### config.mk
export PLATFORM = sky130hd
export DESIGN_NAME = swipe_peak_return_detector_top
export DESIGN_NICKNAME = d
export VERILOG_FILES = /design/src/rtl/core/swpr_pkg.sv /design/src/rtl/core/swpr_cfg.sv /design/src/rtl/core/swpr_core.sv /design/src/rtl/core/swipe_peak_return_detector_top.sv
export SDC_FILE = /design/constraint.sdc
export NUM_CORES = 2
export LEC_CHECK = 0
export ABC_AREA = 1
export BUFFER_PORTS_ARGS = -buffer_cell sky130_fd_sc_hd__buf_2
export CORE_MARGIN = 2
export CORE_UTILIZATION = 50
export CTS_BUF_LIST = sky130_fd_sc_hd__clkbuf_2 sky130_fd_sc_hd__clkbuf_4 sky130_fd_sc_hd__clkbuf_8
export CTS_CLUSTER_DIAMETER = 80
export DETAILED_ROUTE_END_ITERATION = 8
export PLACE_DENSITY = 0.68
export REMOVE_ABC_BUFFERS = 1
export SLEW_MARGIN = 20
export SYNTH_ARGS = -nofsm -noshare
export SYNTH_HDL_FRONTEND = slang
export SYNTH_SLANG_ARGS = --single-unit
### constraint.sdc
create_clock -name clk -period 8.15 [get_ports clk]
set_input_delay 1.63 -clock clk [delete_from_list [all_inputs] [get_ports clk]]
set_output_delay 1.63 -clock clk [all_outputs]
set_load 0.005 [all_outputs]
### src/rtl/core/swpr_pkg.sv
// Shared types, widths, codes and reset values of the swipe peak-return detector.
// No dependencies; imported by every module of the block.

package swpr_pkg;

    localparam int ANGLE_FRAC_BITS = 7;

    localparam int ANGLE_W    = 16;
    localparam int BASE_W     = 32;
    localparam int DIFF_W     = BASE_W + 1;
    localparam int DEV_W      = 17;
    localparam int THR_W      = 15;
    localparam int ALPHA_W    = 16;
    localparam int PROD_W     = DIFF_W + ALPHA_W + 1;
    localparam int CNT_W      = 10;
    localparam int CMD_W      = 4;
    localparam int MAG_W      = 16;
    localparam int CFG_ADDR_W = 3;
    localparam int CFG_DATA_W = 16;
    localparam int IN_DATA_W  = 2 * ANGLE_W;
    localparam int OUT_DATA_W = 24;

    typedef enum logic [1:0] {
        PH_IDLE  = 2'd0,
        PH_TRACK = 2'd1,
        PH_COOL  = 2'd2
    } phase_t;

    typedef enum logic [CMD_W-1:0] {
        DIR_NONE  = 4'h0,
        DIR_LEFT  = 4'h6,
        DIR_RIGHT = 4'h7,
        DIR_UP    = 4'h8,
        DIR_DOWN  = 4'hA
    } cmd_t;

    localparam logic [CFG_ADDR_W-1:0] REG_DEPART_THR = 3'd0;
    localparam logic [CFG_ADDR_W-1:0] REG_RETURN_THR = 3'd1;
    localparam logic [CFG_ADDR_W-1:0] REG_PEAK_MIN   = 3'd2;
    localparam logic [CFG_ADDR_W-1:0] REG_ALPHA      = 3'd3;
    localparam logic [CFG_ADDR_W-1:0] REG_COOL_FRAMES = 3'd4;

    localparam logic [ALPHA_W-1:0] ALPHA_RESET = 16'd3277;
    localparam logic [CNT_W-1:0]   COOL_RESET  = 10'd60;
    localparam logic [CNT_W-1:0]   CNT_MAX     = {CNT_W{1'b1}};

    typedef struct packed {
        logic [THR_W-1:0]   depart_thr;
        logic [THR_W-1:0]   return_thr;
        logic [THR_W-1:0]   peak_min;
        logic [ALPHA_W-1:0] alpha;
        logic [CNT_W-1:0]   cool_frames;
    } cfg_t;

    typedef struct packed {
        cmd_t             command;
        logic             swipe_done;
        logic [MAG_W-1:0] peak_mag;
    } result_t;

    function automatic logic [THR_W-1:0] deg_reset(input int deg);
        int v;
        v = deg << ANGLE_FRAC_BITS;
        return (v > 32'sd32767) ? {THR_W{1'b1}} : v[THR_W-1:0];
    endfunction

    function automatic logic [DEV_W-1:0] abs_dev(input logic signed [DEV_W-1:0] v);
        return v[DEV_W-1] ? (~v + {{(DEV_W-1){1'b0}}, 1'b1}) : v;
    endfunction

    function automatic logic is_pos(input logic signed [DEV_W-1:0] v);
        return !v[DEV_W-1] && (v != '0);
    endfunction

endpackage

### src/rtl/core/swpr_cfg.sv
// Configuration register file of the swipe peak-return detector.
// Depends on swpr_pkg.

module swpr_cfg
    import swpr_pkg::*;
(
    input  logic                  clk,
    input  logic                  rst_n,
    input  logic                  cfg_we,
    input  logic [CFG_ADDR_W-1:0] cfg_addr,
    input  logic [CFG_DATA_W-1:0] cfg_wdata,
    output cfg_t                  cfg
);

    cfg_t cfg_reg;

    always_ff @(posedge clk or negedge rst_n)
    begin
        if (!rst_n)
        begin
            cfg_reg.depart_thr  <= deg_reset(25);
            cfg_reg.return_thr  <= deg_reset(10);
            cfg_reg.peak_min    <= deg_reset(25);
            cfg_reg.alpha       <= ALPHA_RESET;
            cfg_reg.cool_frames <= COOL_RESET;
        end
        else if (cfg_we)
        begin
            unique case (cfg_addr)
                REG_DEPART_THR:  cfg_reg.depart_thr  <= cfg_wdata[THR_W-1:0];
                REG_RETURN_THR:  cfg_reg.return_thr  <= cfg_wdata[THR_W-1:0];
                REG_PEAK_MIN:    cfg_reg.peak_min    <= cfg_wdata[THR_W-1:0];
                REG_ALPHA:       cfg_reg.alpha       <= cfg_wdata[ALPHA_W-1:0];
                REG_COOL_FRAMES: cfg_reg.cool_frames <= cfg_wdata[CNT_W-1:0];
                default:         ;
            endcase
        end
    end

    assign cfg = cfg_reg;

endmodule

### src/rtl/core/swpr_core.sv
// Detector state and single-pass frame logic: baseline filter, peak tracking,
// return test and cooldown. Depends on swpr_pkg.

module swpr_core
    import swpr_pkg::*;
(
    input  logic                      clk,
    input  logic                      rst_n,
    input  logic                      step,
    input  logic signed [ANGLE_W-1:0] roll_angle,
    input  logic signed [ANGLE_W-1:0] pitch_angle,
    input  cfg_t                      cfg,
    output result_t                   result
);

    logic signed [BASE_W-1:0] base_roll_reg, base_roll_next;
    logic signed [BASE_W-1:0] base_pitch_reg, base_pitch_next;
    logic signed [DEV_W-1:0]  peak_reg, peak_next;
    logic                     on_pitch_reg, on_pitch_next;
    phase_t                   phase_reg, phase_next;
    logic [CNT_W-1:0]         cool_cnt_reg, cool_cnt_next;
    logic                     seeded_reg, seeded_next;
    cmd_t                     cmd_reg, cmd_next;

    logic signed [BASE_W-1:0] roll16, pitch16;
    logic signed [DIFF_W-1:0] d16r, d16p;
    logic signed [DEV_W-1:0]  dr, dp, cur, peak_upd;
    logic [DEV_W-1:0]         adr, adp, ac, apk_old, apk;
    logic signed [PROD_W-1:0] prod_r, prod_p, adj_r, adj_p;
    logic [CNT_W-1:0]         cnt_inc;
    logic                     done;
    logic [MAG_W-1:0]         mag;

    assign roll16  = {roll_angle, 16'h0};
    assign pitch16 = {pitch_angle, 16'h0};
    assign d16r    = {roll16[BASE_W-1], roll16} - {base_roll_reg[BASE_W-1], base_roll_reg};
    assign d16p    = {pitch16[BASE_W-1], pitch16} - {base_pitch_reg[BASE_W-1], base_pitch_reg};
    assign dr      = d16r[DIFF_W-1:16];
    assign dp      = d16p[DIFF_W-1:16];
    assign adr     = abs_dev(dr);
    assign adp     = abs_dev(dp);

    assign prod_r = $signed({1'b0, cfg.alpha}) * d16r;
    assign prod_p = $signed({1'b0, cfg.alpha}) * d16p;
    assign adj_r  = prod_r + $signed(PROD_W'(32768));
    assign adj_p  = prod_p + $signed(PROD_W'(32768));

    assign cur      = on_pitch_reg ? dp : dr;
    assign ac       = abs_dev(cur);
    assign apk_old  = abs_dev(peak_reg);
    assign peak_upd = ((is_pos(cur) == is_pos(peak_reg)) && (ac > apk_old)) ? cur : peak_reg;
    assign apk      = abs_dev(peak_upd);
    assign cnt_inc  = (cool_cnt_reg == CNT_MAX) ? cool_cnt_reg : cool_cnt_reg + 1'b1;

    always_comb
    begin
        base_roll_next  = base_roll_reg;
        base_pitch_next = base_pitch_reg;
        peak_next       = peak_reg;
        on_pitch_next   = on_pitch_reg;
        phase_next      = phase_reg;
        cool_cnt_next   = cool_cnt_reg;
        seeded_next     = seeded_reg;
        cmd_next        = cmd_reg;
        done            = 1'b0;
        mag             = '0;

        if (!seeded_reg)
        begin
            base_roll_next  = roll16;
            base_pitch_next = pitch16;
            seeded_next     = 1'b1;
        end
        else
        begin
            unique case (phase_reg)
                PH_IDLE:
                begin
                    base_roll_next  = base_roll_reg + adj_r[BASE_W+15:16];
                    base_pitch_next = base_pitch_reg + adj_p[BASE_W+15:16];
                    priority if ((adr >= DEV_W'(cfg.depart_thr)) && (adr >= adp))
                    begin
                        peak_next     = dr;
                        on_pitch_next = 1'b0;
                        phase_next    = PH_TRACK;
                    end
                    else if ((adp >= DEV_W'(cfg.depart_thr)) && (adp > adr))
                    begin
                        peak_next     = dp;
                        on_pitch_next = 1'b1;
                        phase_next    = PH_TRACK;
                    end
                    else
                    begin
                    end
                end
                PH_TRACK:
                begin
                    peak_next = peak_upd;
                    if (ac <= DEV_W'(cfg.return_thr))
                    begin
                        if (apk >= DEV_W'(cfg.peak_min))
                        begin
                            if (!on_pitch_reg)
                                cmd_next = is_pos(peak_upd) ? DIR_RIGHT : DIR_LEFT;
                            else
                                cmd_next = is_pos(peak_upd) ? DIR_DOWN : DIR_UP;
                            cool_cnt_next = '0;
                            phase_next    = PH_COOL;
                            done          = 1'b1;
                            mag           = apk[DEV_W-1] ? {MAG_W{1'b1}} : apk[MAG_W-1:0];
                        end
                        else
                        begin
                            phase_next = PH_IDLE;
                        end
                        base_roll_next  = roll16;
                        base_pitch_next = pitch16;
                    end
                end
                PH_COOL:
                begin
                    cool_cnt_next = cnt_inc;
                    if (cnt_inc >= cfg.cool_frames)
                    begin
                        cmd_next   = DIR_NONE;
                        phase_next = PH_IDLE;
                    end
                end
                default:
                begin
                    phase_next = PH_IDLE;
                end
            endcase
        end
    end

    always_ff @(posedge clk or negedge rst_n)
    begin
        if (!rst_n)
        begin
            base_roll_reg  <= '0;
            base_pitch_reg <= '0;
            peak_reg       <= '0;
            on_pitch_reg   <= 1'b0;
            phase_reg      <= PH_IDLE;
            cool_cnt_reg   <= '0;
            seeded_reg     <= 1'b0;
            cmd_reg        <= DIR_NONE;
        end
        else if (step)
        begin
            base_roll_reg  <= base_roll_next;
            base_pitch_reg <= base_pitch_next;
            peak_reg       <= peak_next;
            on_pitch_reg   <= on_pitch_next;
            phase_reg      <= phase_next;
            cool_cnt_reg   <= cool_cnt_next;
            seeded_reg     <= seeded_next;
            cmd_reg        <= cmd_next;
        end
    end

    assign result.command    = cmd_next;
    assign result.swipe_done = done;
    assign result.peak_mag   = mag;

endmodule

### src/rtl/core/swipe_peak_return_detector_top.sv
// Top level of the swipe peak-return detector: stream channels, input and
// result registers. Depends on swpr_pkg, swpr_cfg and swpr_core.
//
// Usage:
//   s_* channel takes one frame per transaction: roll and pitch angles in
//   2^-7 degree units. m_* channel returns exactly one result per frame:
//   the held direction command, the swipe flag on tuser and the peak
//   magnitude that goes with the flag (zero otherwise).
//   The cfg_* port writes one register per cycle with cfg_we high; write
//   only while no frame is in flight.
// Path: a frame accepted into the input register is processed when the result
//   register is free or being taken; its result is on m_* from then on.
// Throughput: one frame per cycle while m_tready does not stall the result; the
//   state update of one frame is a single pass (one multiply per axis,
//   compares and selects) between the input register and the result register.
// Reset: clears the baselines, tracking state and held command and loads
//   the register defaults; the first frame after reset seeds the baselines.
// Stall: while m_tready is low the result holds, one more frame may wait
//   in the input register, and then s_tready drops.

module swipe_peak_return_detector_top
    import swpr_pkg::*;
(
    input  logic                  clk,
    input  logic                  rst_n,
    input  logic                  s_tvalid,
    output logic                  s_tready,
    input  logic [IN_DATA_W-1:0]  s_tdata,   // [15:0] roll_angle, [31:16] pitch_angle
    output logic                  m_tvalid,
    input  logic                  m_tready,
    output logic [OUT_DATA_W-1:0] m_tdata,   // [3:0] command, [19:4] peak_magnitude, zero pad
    output logic                  m_tuser,   // [0] swipe_done
    input  logic                  cfg_we,
    input  logic [CFG_ADDR_W-1:0] cfg_addr,
    input  logic [CFG_DATA_W-1:0] cfg_wdata
);

    cfg_t    cfg;
    result_t result;
    result_t result_reg;

    logic                      in_valid_reg;
    logic signed [ANGLE_W-1:0] roll_reg;
    logic signed [ANGLE_W-1:0] pitch_reg;
    logic                      out_valid_reg;
    logic                      step;

    assign step     = in_valid_reg && (!out_valid_reg || m_tready);
    assign s_tready = !in_valid_reg || step;

    swpr_cfg u_cfg (
        .clk       (clk),
        .rst_n     (rst_n),
        .cfg_we    (cfg_we),
        .cfg_addr  (cfg_addr),
        .cfg_wdata (cfg_wdata),
        .cfg       (cfg)
    );

    swpr_core u_core (
        .clk         (clk),
        .rst_n       (rst_n),
        .step        (step),
        .roll_angle  (roll_reg),
        .pitch_angle (pitch_reg),
        .cfg         (cfg),
        .result      (result)
    );

    always_ff @(posedge clk or negedge rst_n)
    begin
        if (!rst_n)
        begin
            in_valid_reg  <= 1'b0;
            out_valid_reg <= 1'b0;
        end
        else
        begin
            if (s_tvalid && s_tready)
                in_valid_reg <= 1'b1;
            else if (step)
                in_valid_reg <= 1'b0;

            if (step)
                out_valid_reg <= 1'b1;
            else if (m_tready)
                out_valid_reg <= 1'b0;
        end
    end

    always_ff @(posedge clk)
    begin
        if (s_tvalid && s_tready)
        begin
            roll_reg  <= s_tdata[ANGLE_W-1:0];
            pitch_reg <= s_tdata[2*ANGLE_W-1:ANGLE_W];
        end
        if (step)
            result_reg <= result;
    end

    assign m_tvalid = out_valid_reg;
    assign m_tdata  = {{(OUT_DATA_W-CMD_W-MAG_W){1'b0}}, result_reg.peak_mag,
                       result_reg.command};
    assign m_tuser  = result_reg.swipe_done;

endmodule

==> results.json <==
{
  "status": "finished, violations left",
  "failed_checks": "setup timing",
  "postSynth.asyncResetShare_pct": 76.4,
  "port_buffers": 78,
  "post-route-period-util_pct": 110,
  "synth_top_area_cell": "fa_1",
  "ys_seq_area_share_pct": 10.7,
  "synth_cells": 7061,
  "place_congestion": 1.01,
  "cp_slowest_cell": "fa_1",
  "slew_viol_final": 0,
  "cp_common_cell": "fa_1",
  "synth_edf_count": 53,
  "clockBufferDepth": 3,
  "ios": 83,
  "synth_seq_cells": 225,
  "via_count": 51800,
  "worstPathRequired_ps": 8780,
  "slew_headroom_pct": 35.1,
  "critPathKind": "reg2reg",
  "wl_per_cell_um": 19.1,
  "setup-tns-final_ps": -23810,
  "vias_per_cell": 5.28,
  "ant_nets": 0,
  "rsz0062_at_grt": "yes",
  "placed_area_mm2": 0.0654,
  "synthFlopType": "dfrtp_1",
  "tightest_slew_ps": 972,
  "start_kind": "flop",
  "initial_core_util_pct": 50.6,
  "area_growth_pct": 29.8,
  "worstHoldPathType": "reg2reg",
  "fp-row-count": 121,
  "fp.dieW_um": 336,
  "routed_wl_mm": 188,
  "finClkSkew_ps": 51.0,
  "maxCapViolations": 0,
  "dr.first_iter.drc_count": 4221,
  "max_stage_delay_ps": 550,
  "grt_pass1_wl_mm": 288,
  "final-seq-area_mm2": 0.00593,
  "nets": 9814,
  "grt-ovfl-total": 0,
  "insertion_delay_ps": 720,
  "detail_route.first_pass.iterations": 8,
  "h-tree-depth": 2,
  "critPathMaxFanout": 4,
  "grt_pass1_vias": 52400,
  "fin_area_mm2": 0.0717,
  "drc_errors": 0,
  "clk_pin_slew_ps": 70,
  "cts_tree": "yes",
  "numCtsBuffers": 46,
  "antenna_found_initial": 3,
  "cp-end-kind": "flop",
  "drive_gt1_share_pct": 27.7,
  "report.final.hold_viol_count": 0,
  "synth_top_area_share_pct": 35.6,
  "coreArea_mm2": 0.109,
  "die-height_um": 336,
  "fin_crit_ps": 9000,
  "multi_input_area_mm2": 0.0455,
  "synth_warnings": 0,
  "cp.arrival_ps": 9630,
  "track_usage_pct": 33.1,
  "syn_area_per_cell_um2": 7.82,
  "timing.fmax_ghz": 0.111,
  "largest_reg_flops": 71,
  "fillers": 8988,
  "clock-sinks": 225,
  "worst_slack_ps": -848,
  "finalSetupViolCount": 77,
  "cts_root_buf": "clkbuf_8",
  "grt_max_degree": 85,
  "hpwlAfterDp_mm": 150,
  "cts_hold_buf": 0,
  "syn-cell-area_mm2": 0.0552,
  "synthTopCellsByArea": "fa_1 (36%), ha_1 (11%), inv_1 (11%), nand2_1 (9.6%), dfrtp_1 (6.9%)",
  "dieArea_mm2": 0.113,
  "ys_types": 69
}
## cell families after synthesis
kind of cell               after synthesis  share of synthesized area, %
adders and majority gates             1469                          46.6
other                                    1                       0.00679
xor gates and xnor gates               206                          3.27
and+or+nand+nor                       2488                          18.3
AOI/OAI and AO/OA                      763                          7.89
DFF                                    225                          10.7
buffers and inverters                 1909                          13.2
## placed cells by master (no fill, tap or decap), types with 87 or more instances in the layout
cell type	Yosys	routed
buf_6	5	87
nor2_1	710	635
buf_4	11	1200
inv_1	1606	1524
nand3_1	163	137
ha_1	487	421
fa_1	982	970
o21ai_0	250	190
inv_2	49	125
dfrtp_1	153	143
nand2_2	38	139
a21oi_1	281	200
nand2_1	1414	1276
xor2_1	143	127
## layer usage
metal  vias to the layer above  GRT usage [%]  part of all wire [%]
li1                      23700              -                     -
met2                      2102           52.4                    46
met5                         -              0                     0
met1                     25500           43.7                    40
met3                       468           5.72                   8.5
met4                         0           17.0                   6.2
## cell usage after synthesis (4+ instances only)
master     count
o2111ai_1      4
o21a_1        13
o21ai_2       13
nand4_1       42
nand2_2       38
clkinv_1      33
buf_2         14
clkbuf_1     184
ha_1         487
a21oi_2       10
a211oi_1       8
o31ai_1       21
nand3_1      163
fa_1         982
dfstp_2       19
xor2_1       143
inv_1       1606
o211ai_1      28
nor2_4         5
nor2_2        24
edfxtp_1      53
a21o_1        15
or2_2         13
a22oi_1       27
buf_1          7
nand2_1     1414
a21oi_1      281
nor3_1        42
inv_2         49
nand3_2       10
a31oi_1       17
nor2_1       710
xnor2_1       63
o221ai_1       4
buf_6          5
buf_4         11
dfrtp_1      153
o21ai_1       39
and2_1         5
nor4_1         7
o21ai_0      250
o21bai_1       9
## path summary, 6_finish.rpt
kind / endpoint / start / slack [ps] / cells past startpoint
setup reg to reg: u_core.base_pitch_reg[28] / u_core.base_pitch_reg[4] / -850 / 43
min in group asynchronous: u_core.cool_cnt_reg[6] / rst_n / 990 / 1
max in group asynchronous: u_cfg.cfg[68] / rst_n / 5770 / 2
hold / removal: u_cfg.cfg[1] / u_cfg.cfg[1] / 490 / 2
setup / recovery: u_core.base_pitch_reg[28] / u_core.base_pitch_reg[4] / -850 / 43
hold reg to reg: u_cfg.cfg[1] / u_cfg.cfg[1] / 490 / 2
## repair_timing
| item | in CTS | in global routing |
|---|---|---|
| cloned | 2 | 0 |
| resized for setup | 560 | 396 |
| endpoints found under the hold margin | 0 | 0 |
| setup endpoints to repair | 80 | 85 |
| pin swaps | 284 | 267 |
| buffers inserted | 140 | 76 |
## stage by stage
stage / util [%] / setup slack [ps] / std cells / hold slack, ps
after floorplan: - / -1070 / 6843 / 449
after global placement: 59.9 / -1320 / 9538 / 462
after detailed placement: 59.9 / -1480 / 9538 / 474
after CTS: 63.7 / -624 / 9745 / 491
after global routing: 65.6 / -1110 / 9803 / 510
final: 65.7 / -848 / 9804 / 487
## critical path, delay by kind of cell (launching register included)
family          cells  cell delay (ps)
simple gates       12             1560
buf+inv            12             1300
fa+ha+maj           8             3630
compound gates      9             1650
flops               1              430
xor+xnor            2              360
## final cells by class
class,instances,area share (%)
antenna,2,0.00698
clock buffer,65,1.14
clock inverter,20,0.290
inverter,1688,8.93
multi-input combinational,4932,63.4
sequential,225,8.28
tap,1476,2.58
timing repair buffer,1396,15.3
Power is not shown: default switching activity piles up to over one toggle a cycle in this logic, so the estimate is an artifact.
